## src/hdl/lcdq_pkg.sv

```systemverilog
`timescale 1ns / 1ps

package lcdq_pkg;

  localparam int QDEPTH    = 16;
  localparam int QIDX_W    = $clog2(QDEPTH);
  localparam int COLUMNS   = 16;
  localparam int COL_W     = $clog2(COLUMNS + 1);
  localparam int ROWS      = 4;
  localparam int ROW_W     = 3;
  localparam int ROWSEL_W  = $clog2(ROWS);
  localparam int ADDR_W    = 7;
  localparam int CNT_OUT_W = 4;

  typedef logic [QIDX_W-1:0] qidx_t;
  typedef logic [QIDX_W:0]   qcnt_t;
  typedef logic [8:0]        cmd_t;
  typedef logic [ADDR_W-1:0] addr_t;

  typedef enum logic [2:0] {
    OP_CHAR   = 3'd0,
    OP_CURSOR = 3'd1,
    OP_CLEAR  = 3'd2,
    OP_POLL   = 3'd3,
    OP_RAW    = 3'd4
  } op_e;

  localparam logic [1:0] ST_OK    = 2'd0;
  localparam logic [1:0] ST_FULL  = 2'd1;
  localparam logic [1:0] ST_RANGE = 2'd2;

  localparam logic [7:0] CMD_SET_ADDR = 8'h80;
  localparam logic [7:0] CMD_CLEAR    = 8'h01;
  localparam logic [7:0] CH_NEWLINE   = 8'h0A;
  localparam logic [7:0] CH_BACKSPACE = 8'h08;

  localparam addr_t ROW_BASE_RST [ROWS] = '{7'h00, 7'h10, 7'h08, 7'h18};

  typedef struct packed {
    logic [1:0] push_n;
    cmd_t       d0;
    cmd_t       d1;
    logic       pop;
  } q_req_t;

  typedef struct packed {
    qcnt_t count;
    qcnt_t free;
    cmd_t  head;
  } q_stat_t;

  function automatic qidx_t slot_inc(qidx_t i);
    return (i == qidx_t'(QDEPTH - 1)) ? '0 : qidx_t'(i + 1'b1);
  endfunction

endpackage

```

## src/hdl/lcdq_queue.sv

```systemverilog
`timescale 1ns / 1ps

module lcdq_queue (
  input  logic            clk,
  input  logic            rst_n,
  input  lcdq_pkg::q_req_t  req,
  output lcdq_pkg::q_stat_t stat
);
  import lcdq_pkg::*;

  qidx_t w_r, w_nxt;
  qidx_t r_r, r_nxt;
  cmd_t  store_r [QDEPTH];
  qidx_t slot1;
  qidx_t slot2;

  assign slot1 = slot_inc(w_r);
  assign slot2 = slot_inc(slot1);

  always_comb begin
    if (w_r >= r_r) begin
      stat.count = qcnt_t'(w_r) - qcnt_t'(r_r);
    end else begin
      stat.count = qcnt_t'(QDEPTH) - (qcnt_t'(r_r) - qcnt_t'(w_r));
    end
    stat.free = qcnt_t'(QDEPTH - 1) - stat.count;
    stat.head = store_r[slot_inc(r_r)];
  end

  always_comb begin
    case (req.push_n)
      2'd1:    w_nxt = slot1;
      2'd2:    w_nxt = slot2;
      default: w_nxt = w_r;
    endcase
    r_nxt = req.pop ? slot_inc(r_r) : r_r;
  end

  always_ff @(posedge clk) begin
    if (!rst_n) begin
      w_r <= '0;
      r_r <= '0;
    end else begin
      w_r <= w_nxt;
      r_r <= r_nxt;
    end
  end

  always_ff @(posedge clk) begin
    if (req.push_n != 2'd0) begin
      store_r[slot1] <= req.d0;
    end
    if (req.push_n == 2'd2) begin
      store_r[slot2] <= req.d1;
    end
  end

endmodule

```

## src/hdl/lcdq_ctrl.sv

```systemverilog
`timescale 1ns / 1ps

module lcdq_ctrl (
  input  logic                     clk,
  input  logic                     rst_n,
  input  logic                     take,
  input  logic                     cfg_we,
  input  logic [1:0]               cfg_index,
  input  logic [6:0]               cfg_wdata,
  input  logic [2:0]               op,
  input  logic [7:0]               char_code,
  input  logic                     raw_rs,
  input  logic [4:0]               cursor_col,
  input  logic [2:0]               cursor_row,
  input  logic                     busy_req,
  input  lcdq_pkg::q_stat_t        qstat,
  output lcdq_pkg::q_req_t         qreq,
  output logic [1:0]               status,
  output logic                     port_write,
  output logic                     port_rs,
  output logic [7:0]               port_data,
  output logic [lcdq_pkg::CNT_OUT_W-1:0] queued_count
);
  import lcdq_pkg::*;

  addr_t            base_r [ROWS];
  logic [COL_W-1:0] col_r;
  logic [ROW_W-1:0] row_r;
  logic             nl_r;
  logic [COL_W-1:0] col_nxt;
  logic [ROW_W-1:0] row_nxt;
  logic             nl_nxt;
  logic [1:0]       push_n;
  logic             pop;
  cmd_t             cmd_v [2];
  qcnt_t            count_after;

  always_comb begin
    logic [1:0]       k;
    logic             abort;
    logic [ROW_W-1:0] nr;
    addr_t            addr;

    k       = 2'd0;
    abort   = 1'b0;
    nr      = '0;
    addr    = '0;
    col_nxt = col_r;
    row_nxt = row_r;
    nl_nxt  = nl_r;
    pop     = 1'b0;
    status  = ST_OK;
    cmd_v[0] = '0;
    cmd_v[1] = '0;

    case (op_e'(op))
      OP_CHAR: begin
        if (nl_r) begin
          nr = row_r + 1'b1;
          if (int'(nr) < ROWS) begin
            if (qstat.free > qcnt_t'(k)) begin
              cmd_v[k[0]] = {1'b0, CMD_SET_ADDR | {1'b0, base_r[nr[ROWSEL_W-1:0]]}};
              k = k + 1'b1;
            end else begin
              abort = 1'b1;
            end
          end
          if (!abort) begin
            col_nxt = '0;
            row_nxt = nr;
            nl_nxt  = 1'b0;
          end
        end
        if (!abort && int'(row_nxt) >= ROWS) begin
          if (qstat.free > qcnt_t'(k)) begin
            cmd_v[k[0]] = {1'b0, CMD_CLEAR};
            k = k + 1'b1;
            col_nxt = '0;
            row_nxt = '0;
          end else begin
            abort = 1'b1;
          end
        end
        if (!abort) begin
          if (char_code == CH_NEWLINE) begin
            nl_nxt = 1'b1;
          end else if (char_code == CH_BACKSPACE) begin
            if (col_nxt != '0) begin
              col_nxt = col_nxt - 1'b1;
            end
          end else if (qstat.free > qcnt_t'(k)) begin
            cmd_v[k[0]] = {1'b1, char_code};
            k = k + 1'b1;
            col_nxt = col_nxt + 1'b1;
          end else begin
            abort = 1'b1;
          end
        end
        if (!abort && int'(col_nxt) >= COLUMNS) begin
          nl_nxt = 1'b1;
        end
        if (abort) begin
          status = ST_FULL;
        end
      end
      OP_CURSOR: begin
        if (int'(cursor_row) >= ROWS || int'(cursor_col) >= COLUMNS) begin
          status = ST_RANGE;
        end else if (qstat.free == '0) begin
          status = ST_FULL;
        end else begin
          addr = addr_t'(base_r[cursor_row[ROWSEL_W-1:0]] + addr_t'(cursor_col));
          cmd_v[0] = {1'b0, CMD_SET_ADDR | {1'b0, addr}};
          k = 2'd1;
        end
      end
      OP_CLEAR: begin
        if (qstat.free == '0) begin
          status = ST_FULL;
        end else begin
          cmd_v[0] = {1'b0, CMD_CLEAR};
          k = 2'd1;
        end
      end
      OP_POLL: begin
        pop = !busy_req && (qstat.count != '0);
      end
      OP_RAW: begin
        if (qstat.free == '0) begin
          status = ST_FULL;
        end else begin
          cmd_v[0] = {raw_rs, char_code};
          k = 2'd1;
        end
      end
      default: begin
      end
    endcase
    push_n = k;
  end

  assign qreq.push_n = take ? push_n : 2'd0;
  assign qreq.pop    = take && pop;
  assign qreq.d0     = cmd_v[0];
  assign qreq.d1     = cmd_v[1];

  assign port_write   = pop;
  assign port_rs      = pop ? qstat.head[8] : 1'b0;
  assign port_data    = pop ? qstat.head[7:0] : 8'h00;
  assign count_after  = qstat.count + qcnt_t'(push_n) - qcnt_t'(pop);
  assign queued_count = CNT_OUT_W'(count_after);

  always_ff @(posedge clk) begin
    if (!rst_n) begin
      col_r  <= '0;
      row_r  <= '0;
      nl_r   <= 1'b0;
      base_r <= ROW_BASE_RST;
    end else begin
      if (take) begin
        col_r <= col_nxt;
        row_r <= row_nxt;
        nl_r  <= nl_nxt;
      end
      if (cfg_we) begin
        base_r[cfg_index] <= cfg_wdata;
      end
    end
  end

endmodule

```

## src/hdl/char_lcd_terminal_queue_top.sv

```systemverilog
`timescale 1ns / 1ps

// character lcd front end: a ring queue of display commands plus a tracked
// text cursor for a 16 column by 4 row panel
// input channel (in_valid / in_ready) carries one op per beat: write char,
// set cursor, clear, poll tick or raw push
// output channel (out_valid / out_ready) returns exactly one result beat per
// input beat: status, the command sent to the panel on a poll tick, and the
// number of commands still queued
// the queue holds at most 15 commands; a full queue gives status 1 and keeps
// the sub-steps of a write char that were already done
// latency: the result is valid in the cycle after the input beat
// throughput: one beat per cycle while out_ready is high, set by the single result register
// a stalled receiver holds the result register; in_ready stays high as long
// as the result register is empty or is being drained in the same cycle
// row base registers are written through cfg_we / cfg_index / cfg_wdata;
// the user must do this only while the block is idle; it is not enforced
// reset (synchronous, active low) empties the queue, homes the cursor,
// clears the pending newline and loads the default row bases

module char_lcd_terminal_queue_top (
  input  logic       clk,
  input  logic       rst_n,
  input  logic       cfg_we,
  input  logic [1:0] cfg_index,
  input  logic [6:0] cfg_wdata,
  input  logic       in_valid,
  output logic       in_ready,
  input  logic [2:0] in_op,
  input  logic [7:0] in_char_code,
  input  logic       in_raw_rs,
  input  logic [4:0] in_cursor_col,
  input  logic [2:0] in_cursor_row,
  input  logic       in_busy_req,
  output logic       out_valid,
  input  logic       out_ready,
  output logic [1:0] out_status,
  output logic       out_port_write,
  output logic       out_port_rs,
  output logic [7:0] out_port_data,
  output logic [3:0] out_queued_count
);
  import lcdq_pkg::*;

  q_req_t  qreq;
  q_stat_t qstat;
  logic    take;
  logic    out_valid_r;
  logic    out_valid_nxt;
  logic [1:0] status;
  logic       port_write;
  logic       port_rs;
  logic [7:0] port_data;
  logic [CNT_OUT_W-1:0] queued_count;
  logic [1:0] status_r;
  logic       port_write_r;
  logic       port_rs_r;
  logic [7:0] port_data_r;
  logic [CNT_OUT_W-1:0] queued_count_r;

  assign in_ready = !out_valid_r || out_ready;
  assign take     = in_valid && in_ready;

  lcdq_ctrl u_ctrl (
    .clk          (clk),
    .rst_n        (rst_n),
    .take         (take),
    .cfg_we       (cfg_we),
    .cfg_index    (cfg_index),
    .cfg_wdata    (cfg_wdata),
    .op           (in_op),
    .char_code    (in_char_code),
    .raw_rs       (in_raw_rs),
    .cursor_col   (in_cursor_col),
    .cursor_row   (in_cursor_row),
    .busy_req     (in_busy_req),
    .qstat        (qstat),
    .qreq         (qreq),
    .status       (status),
    .port_write   (port_write),
    .port_rs      (port_rs),
    .port_data    (port_data),
    .queued_count (queued_count)
  );

  lcdq_queue u_queue (
    .clk   (clk),
    .rst_n (rst_n),
    .req   (qreq),
    .stat  (qstat)
  );

  always_comb begin
    if (take) begin
      out_valid_nxt = 1'b1;
    end else if (out_ready) begin
      out_valid_nxt = 1'b0;
    end else begin
      out_valid_nxt = out_valid_r;
    end
  end

  always_ff @(posedge clk) begin
    if (!rst_n) begin
      out_valid_r <= 1'b0;
    end else begin
      out_valid_r <= out_valid_nxt;
    end
  end

  always_ff @(posedge clk) begin
    if (take) begin
      status_r       <= status;
      port_write_r   <= port_write;
      port_rs_r      <= port_rs;
      port_data_r    <= port_data;
      queued_count_r <= queued_count;
    end
  end

  assign out_valid        = out_valid_r;
  assign out_status       = status_r;
  assign out_port_write   = port_write_r;
  assign out_port_rs      = port_rs_r;
  assign out_port_data    = port_data_r;
  assign out_queued_count = queued_count_r;

endmodule

```

## config.mk

```make
export PLATFORM = sky130hd
export DESIGN_NAME = char_lcd_terminal_queue_top
export DESIGN_NICKNAME = d
export VERILOG_FILES = /design/src/hdl/lcdq_pkg.sv /design/src/hdl/lcdq_queue.sv /design/src/hdl/lcdq_ctrl.sv /design/src/hdl/char_lcd_terminal_queue_top.sv
export SDC_FILE = /design/constraint.sdc
export NUM_CORES = 1
export LEC_CHECK = 0
export ABC_AREA = 1
export BUFFER_PORTS_ARGS = -buffer_cell sky130_fd_sc_hd__buf_2
export CAP_MARGIN = 20
export CORE_ASPECT_RATIO = 1.4
export CORE_UTILIZATION = 35
export CTS_CLUSTER_SIZE = 16
export DETAILED_ROUTE_END_ITERATION = 12
export GPL_ROUTABILITY_DRIVEN = 1
export GPL_TIMING_DRIVEN = 0
export PLACE_DENSITY = 0.55
export SYNTH_ARGS = -nofsm -noshare
export SYNTH_HDL_FRONTEND = slang
export SYNTH_SLANG_ARGS = --single-unit
```

## constraint.sdc

```tcl
create_clock -name clk -period 6.6 [get_ports clk]
set_clock_uncertainty 0.15 [all_clocks]
set_input_delay 1.32 -clock clk [delete_from_list [all_inputs] [get_ports clk]]
set_output_delay 1.32 -clock clk [all_outputs]
set_load 0.05 [all_outputs]
```

# Word level (Yosys, flattened, before mapping)
# Memories as Yosys holds them, arrays and structs flattened. A register that Yosys moved wholly into a read port is not among the register bits.
# Index checks and enable logic that the tools add are counted.
dict set report op_classes {
  magnitude_cmp 17
  reduce_logical 24
  add_sub_neg 15
  n_bitwise 8
  n_mux 97
  n_eq_ne 11
}
# cell count
set op_table {}
lappend op_table {{18-bit two-way mux} 7}
lappend op_table {{9-bit two-way mux} 8}
lappend op_table {{5-bit two-way mux} 12}
lappend op_table {{9-bit one-hot mux with 4 select lines} 1}
lappend op_table {{7-bit two-way mux} 5}
lappend op_table {{1-bit two-way mux} 31}
lappend op_table {{7-bit binary-select mux with 2-bit select} 2}
lappend op_table {{28-bit bitwise mux} 1}
lappend op_table {{2-bit two-way mux} 13}
lappend op_table {{18-bit bitwise mux} 1}
lappend op_table {{9-bit demux with 1-bit select} 2}
lappend op_table {{16-bit AND} 1}
lappend op_table {{8-bit by 4-bit == test with 1-bit output (second input constant)} 2}
lappend op_table {{8-bit two-way mux} 2}
lappend op_table {{16-bit inverter} 1}
lappend op_table {{3-bit >= comparator (second input constant)} 5}
lappend op_table {{3-bit two-way mux} 5}
lappend op_table {{7-bit demux with 2-bit select} 1}
lappend op_table {{4-bit by 1-bit adder with 4-bit output (second input constant)} 3}
lappend op_table {{4-bit == test (second input constant)} 3}
lappend op_table {{4-bit two-way mux} 3}
lappend op_table {{2-bit one-hot mux with 3 select lines} 2}
lappend op_table {{5-bit >= comparator (second input constant)} 2}
lappend op_table {{5-bit by 2-bit > comparator with 1-bit output} 2}
lappend op_table {{other kinds (34)} 57}
dict set report totals {
  elab_cells 186
  reg_bits 53
  ram_bits 144
  n_memories 1
  output_inout_bits 18
  inputBits 35
}
# memory depth width rd rd_clocked_by_memory_dff wr line_no
set mem_list {}
lappend mem_list {u_queue.store_r 16 9 1 1 2 lcdq_queue.sv:13} ;# cmd_t store_r [QDEPTH];

# Depth between registers and ports, before layout
# Gate-level depths: netlist (run 1).
dict set report logic_depth {
  depth_word 27
  mapped_depth 41
  ltp_nobuf 39
}

# Hierarchy
# Synthesis (run 1) repeated with hierarchy kept, for this count alone.
dict set report hier_totals {
  cells_unflattened 1681
  hier_area_um2 13140.1
}
# module area_each_um2 cells_per_inst instances seq_area_each_um2
set by_module_without_submodules {}
lappend by_module_without_submodules {lcdq_queue 9253.9 1128 1 4484.3}
lappend by_module_without_submodules {lcdq_ctrl 3354.5 530 1 740.7}
lappend by_module_without_submodules {char_lcd_terminal_queue_top 531.8 23 1 500.5}

# Least setup slack after synthesis (run 1)
# OpenSTA, ideal clock, no wires.
dict set report synth_path {
  path_type {register to register}
  start {register u_queue.w_r[0]}
  end {memory u_queue.store_r[11][0] (netlist name), enable pin}
  slack_ns 0.339
  path_buffers 2
  arrival_ns 5.724
  period_less_slack_ns 6.261
  path_stages_with_launch 38
  setup_time_ns 0.387
  required_time_ns 6.063
  path_cell_list {dfxtp_1 -> inv_1 -> ha_1 -> inv_1 -> fa_1 -> nand2_1 -> nand2_1 -> inv_1 -> ha_1 -> nand2_1 -> nor2_1 -> nand2_4 -> nand2_4 -> inv_1 -> ha_1 -> nand2_1 -> nand2_1 -> nand3_2 -> (+2 left out) -> nand2_2 -> ha_1 -> inv_1 -> a21oi_1 -> nand3_1 -> nand2_1 -> nand2_4 -> ha_1 -> o21ai_0 -> o21ai_0 -> nand2_1 -> ha_1 -> clkbuf_1 -> nand2_1 -> nor2_2 -> inv_1 -> clkbuf_1 -> o21ai_0}
}
# element line_no
set synth_rtl {}
lappend synth_rtl {{from (decl)} lcdq_queue.sv:11} ;# qidx_t w_r, w_nxt;
lappend synth_rtl {{from (signal assigned)} lcdq_queue.sv:44} ;# w_r <= w_nxt;
lappend synth_rtl {{to (decl)} lcdq_queue.sv:13}

==> results of run 1 <==
## power by group
group,internal [W],switching [W]
clock network,0.000671,0.000536
registers,0.00143,0.0000148
logic,0.000131,0.000314
## routing by layer
layer | wire, um | up-vias | share of wire, % | GRT usage, %
met3 | 2400 | 115 | 5.6 | 2.78
met4 | 2670 | 0 | 6.2 | 14.3
li1 | - | 5437 | - | -
met2 | 21900 | 440 | 51 | 43.4
met5 | 0 | - | 0 | 0
met1 | 16000 | 5307 | 37 | 26.8
## cells in the final DEF (no fill, tap or decap), drive strengths merged, types with 2 or more instances in the layout
master    netlist  final
o21ai         191    191
clkbuf         44     78
and3            2      2
or2             2      2
nand4           4      4
buf            34    117
a21oi          54     54
nor3           13     13
dfxtp          46     46
nand2         504    504
o211ai         10     10
xnor2           4      4
nand3          72     72
o21bai          2      2
clkinv          2      8
nor2          189    189
o22ai          22     22
edfxtp        160    160
o221ai         24     24
nor4            4      4
inv           119    118
ha             33     33
and2            3      3
a31oi           4      4
xor2            8      8
fa              3      3
clkinvlp        0      2
## worst register-to-register path: cells and delay by family (launching register included)
kind                       cells  cell delay, ps
and+or+nand+nor               16            1800
buffers and inverters          9             970
DFF                            1             360
adders and majority gates      8            2040
AOI/OAI and AO/OA              4             570
## repair_timing
item,CTS,global route
setup buffers,17,5
endpoints found under the setup margin,288,289
gates resized for setup,61,26
pin swaps,17,6
endpoints found under the hold margin,0,0
## cells by family (layout without fill, tap and decap cells)
group	after synthesis	count (layout)	synth area share [%]
buf+inv	199	323	7.14
fa+ha+maj	36	36	3.81
compound gates	311	311	14.5
flops	206	206	46.1
xor+xnor	12	12	0.846
simple gates	793	793	27.6
## state kept, by name, indices dropped and copies added (netlist names), 2 cells and up
register	flops
u_queue.store_r	144
u_ctrl.base_r	28
out_queued_count	4
u_ctrl.row_r	3
out_port_data	8
out_status	2
u_queue.r_r	4
u_ctrl.col_r	5
u_queue.w_r	4
## cell type report
cell class,instances,area [um^2]
Buffer,77,437
Timing Repair Buffer,84,533
Tap cell,456,571
Clock inverter,7,37.5
Clock buffer,34,641
Multi-Input combinational cell,1152,6080
Sequential cell,206,5730
Inverter,121,458
Fill cell,3581,20500
## stage by stage
stage / power [W] / cell area, um^2
6_report: 0.00310 / 14500
3_5_place_dp: 0.00190 / 13300
2_1_floorplan: 0.00177 / 12400
3_3_place_gp: 0.00189 / 13200
5_1_grt: 0.00321 / 14500
4_1_cts: 0.00311 / 14300
## how the worst max path moves through the flow
stage                     slack, ps  depth (start not counted)                      to            from
final                           390                         37  u_queue.store_r[12][6]  u_queue.w_r[0]
after global routing             60                         35  u_queue.store_r[12][8]  u_queue.w_r[0]
after CTS                       -20                         37   u_queue.store_r[3][8]  u_queue.w_r[0]
after detailed placement      -1350                         37  u_queue.store_r[10][2]  u_queue.w_r[0]
after global placement        -1300                         37   u_queue.store_r[5][4]  u_queue.w_r[0]
after floorplan                 340                         37  u_queue.store_r[11][0]  u_queue.w_r[0]
==> out/metrics.cfg, run 1 <==
[pwr]
p_per_area_nw_per_um2=214
leakage_nw=6.01
ir_drop_mv=0.150

[critical_path]
regToRegSetupSlack_ps=390
end_kind=flip-flop
crit_type=reg -> reg
crit_slowest_cell=fa_1
start_kind=flip-flop
rr_endpoint=u_queue.store_r[12][6]
cpPeakStageDelay_ps=450
crit_required_ps=6690
worst_r2r_path_depth=37
critPathTopFamily=adder cells
cp.arrival_ps=6300
r2r_start=u_queue.w_r[0]
worstPathMaxFanout=10
crit_buf_inv=9

[routing]
vias=11299
drc=0
drt_first_pass_iters=5
routed_via_density=5.29
wl_per_cell_um=20.1
antenna_left=0
drt_iter0_markers=807
finalWirelength_um=42900

[sta]
fin_ws_ps=388
setup_tns_ps=0
whs_ps=327
finalSetupViolCount=0
drv_slew=0
fmax_mhz=161
report.final.hold_viol_count=0
worst_slew_margin_rel_pct=32.8
min_period_ps=6210
period_share_pct=94.1
tightest_slew_ps=1010
rsz0062_at_grt=no

[logic_synthesis]
synthFlopType=edfxtp_1
syn_nets=1628
postSynthAreaPerCell_um2=7.98
synth_seq_area_share_pct=46.1
synthArstFlopShare_pct=0
ys_seq_elements=206
synth_area_leaders=edfxtp_1 39%, nand2_1 15%, dfxtp_1 7.4%, o21ai_0 7.0%, nor2_1 5.2%
yosys.area.top_type_share_pct=38.7
synthTopCellsByCount=484 x nand2_1, 174 x o21ai_0, 171 x nor2_1
syn-instance-count=1557
yosys_warnings=0
yosys.cell_types.count=50
syn_area_um2=12400
yosysTopAreaCell=edfxtp_1
yosysMostFrequentCell=nand2_1
synth_edf_count=160

[status]
status=finished clean

[clock_tree]
htreeDepth=1
ctsHoldBuffers=0
cts_tree=done
clock-sinks=206
clkSlewWorstSetupHoldPaths_ps=60
cts_buffers=23
clkLatencyLatePin_ps=530
clockRootBuffer=clkbuf_16
clockBufferDepth=3

[place]
dp_cells=2075
gp_congestion=0.968
dp_hpwl_um=32300
dp_worst_setup_slack_ps=-1350
portBuffers=51

[final_layout]
final_cells=2137
antenna_cells=0
drive_gt1_share_pct=15.6
final_nets=1736
finish.utilization_pct=41.4
synthToLayoutAreaGrowth_pct=16.6

[floorplanning]
initial_utilization_pct=35.5
die_h_um=225
coreArea_um2=35000
io_pins=53
rows=81
die_area_um2=36200
die_w_um=161

[grt]
first_global_vias=10883
track_usage_pct=24.0
grt_max_degree=18
grt_pass1_wl_um=65200
antenna_found_initial=0
gr-total-overflow=0

[min_path]
min_to=u_ctrl.base_r[0]
hold_depth=2
min_path_type=reg -> reg
hold_start=u_ctrl.base_r[0]

[job]
maxCapViolCount=0

Note: power is estimated with default switching activity, not from simulation.
==> run 2, diff against run 1 <==
CELL_PAD_IN_SITES_DETAIL_PLACEMENT = 0   (was default)
CELL_PAD_IN_SITES_GLOBAL_PLACEMENT = 2   (was default)
CORE_MARGIN = 10   (was default)
CORE_UTILIZATION = 34   (was 35)
PLACE_DENSITY = 0.79   (was 0.55)
SETUP_SLACK_MARGIN = 0.02   (was default)
==> out/metrics.cfg, run 2 (same netlist as run 1, synthesis figures left out) <==
[pwr]
p_sw_w=0.000928
intPower_w=0.00231
ir_drop_mv=0.167
swShare_pct=28.7
seqPwrFrac_pct=44.9
p_per_area_nw_per_um2=221
clkPwrFrac_pct=40.6
leakage_nw=6.07
finalPower_w=0.00323
pwr-share-comb_pct=14.5

[final_layout]
antenna_cells=0
synthToLayoutAreaGrowth_pct=17.8
largest_reg_flops=144
final_cell_mix=474 x nand2_1, 170 x nor2_1, 160 x edfxtp_1
final_nets=1743
finalInstanceArea_um2=14600
regMostFlops=u_queue.store_r
final_common_cell=nand2_1
drive_gt1_share_pct=15.9

[sta]
tightest_slew_ps=894
report.final.hold_viol_count=0
period_share_pct=95.5
fmax_mhz=159
worst_slew_margin_rel_pct=40.4
min_period_ps=6300
finalSetupViolCount=0
drv_slew=0
rsz0062_at_grt=yes

[critical_path]
critical_path_depth=34
worst_r2r_path_depth=34
crit_required_ps=6650
worstPathMaxFanout=10
crit_slowest_cell=fa_1
start_kind=flip-flop
regToRegSetupSlack_ps=300
crit_type=reg -> reg
rr_endpoint=u_queue.store_r[0][3]
r2r_start=u_queue.w_r[0]
crit_buf_inv=6
setup.worst_path.end=u_queue.store_r[0][3]
cp.arrival_ps=6360
critPathTopFamily=adder cells
end_kind=flip-flop
path_common_cell=nand2_1
setup.worst_path.start=u_queue.w_r[0]
cpPeakStageDelay_ps=450

[place]
dp_hpwl_um=35600
post_dp_cell_area_um2=13300
portBuffers=51
gp_congestion=0.902

[floorplanning]
die_w_um=182
coreArea_um2=35900
rows=82
die_h_um=246
io_pins=53
initial_utilization_pct=34.6
die_area_um2=44700

[routing]
wl_per_cell_um=22.2
drt_first_pass_iters=5
antenna_left=0
drt_iter0_markers=899
drc=0
finalWirelength_um=47800
routed_via_density=5.22
vias=11243

[grt]
track_usage_pct=20.7
first_global_vias=10799
grt_max_degree=18
gr-total-overflow=0
grt_pass1_wl_um=70000
antenna_found_initial=0

[clock_tree]
htreeDepth=1
clkSlewWorstSetupHoldPaths_ps=60
clkLatencyLatePin_ps=570
ctsHoldBuffers=0
clock-sinks=206
cts_tree=done
clockBufferDepth=3
cts_buffers=25
clockRootBuffer=clkbuf_16

[min_path]
min_path_type=reg -> reg

[status]
status=finished clean

[job]
maxCapViolCount=0

-- run 2: cell types whose count changed in the layout (fill, tap and decap cells not counted), moves of 3 or more --
cell      delta
clkinv_1     +6
nand2_2      +3
o21ai_4      +3
nand2_1      -3
clkbuf_1     +3
buf_4       +12
buf_6        -7
clkbuf_2     -4
-- run 2: stage by stage --
stage / setup slack [ps] / util [%] / hold slack (ps) / TNS, ps / instances
6_report: 295 / 40.7 / 327 / 0 / 2152
5_1_grt: -19.9 / 40.7 / 350 / -269 / 2152
2_1_floorplan: 339 / - / 294 / 0 / 1557
3_5_place_dp: -1740 / 37.1 / 317 / -360880 / 2080
3_3_place_gp: -1710 / 36.9 / 309 / -354240 / 2070
4_1_cts: -37.3 / 40.4 / 325 / -573 / 2149
-- run 2: final cells by class --
cell class,count,area (um^2)
multi-input combinational,1152,6130
timing repair buffer,89,557
clock buffer,33,656
inverter,121,458
fill,3710,21300
buffer,77,435
tap,462,578
sequential,206,5730
clock inverter,12,92.6
-- run 2: tightest hold or removal path: cells and delay by family, from the launching register on --
family                 cells  cell delay [ps]
flip-flops                 1              310
AO/OA/AOI/OAI              1               50
buffers and inverters      1               60
-- run 2: worst min-delay path by stage --
stage                      startpoint           endpoint  slack, ps  cells after the start
floorplan           u_ctrl.base_r[19]  u_ctrl.base_r[19]        290                      2
global placement    u_ctrl.base_r[19]  u_ctrl.base_r[19]        310                      2
detailed placement   u_ctrl.base_r[0]   u_ctrl.base_r[0]        320                      2
CTS                  u_ctrl.base_r[0]   u_ctrl.base_r[0]        320                      2
global route         u_ctrl.base_r[0]   u_ctrl.base_r[0]        350                      2
finish               u_ctrl.base_r[0]   u_ctrl.base_r[0]        330                      2
-- run 2: per-layer routing --
metal  global-route usage, %  part of all wire (%)  wire [um]
met3                    2.77                   5.3       2530
met2                    38.4                    52      25100
met5                       0                     0          0
met4                    9.49                   4.5       2150
met1                    22.8                    38      18000
-- run 2: power groups by stage --
stage	clock network, W	registers, W	logic [W]
2_1_floorplan	0	0.00151	0.000261
3_3_place_gp	0	0.00148	0.000441
3_5_place_dp	0	0.00148	0.000445
4_1_cts	0.00133	0.00145	0.000464
5_1_grt	0.00137	0.00145	0.000516
6_report	0.00131	0.00145	0.000469
-- run 2: timing repair --
| item | 4_1_cts | 5_1_grt |
|---|---|---|
| resized for setup | 75 | 21 |
| setup endpoints to repair | 293 | 288 |
| cloned | 0 | 0 |
| buffers inserted | 25 | 3 |
| pin swaps | 20 | 4 |
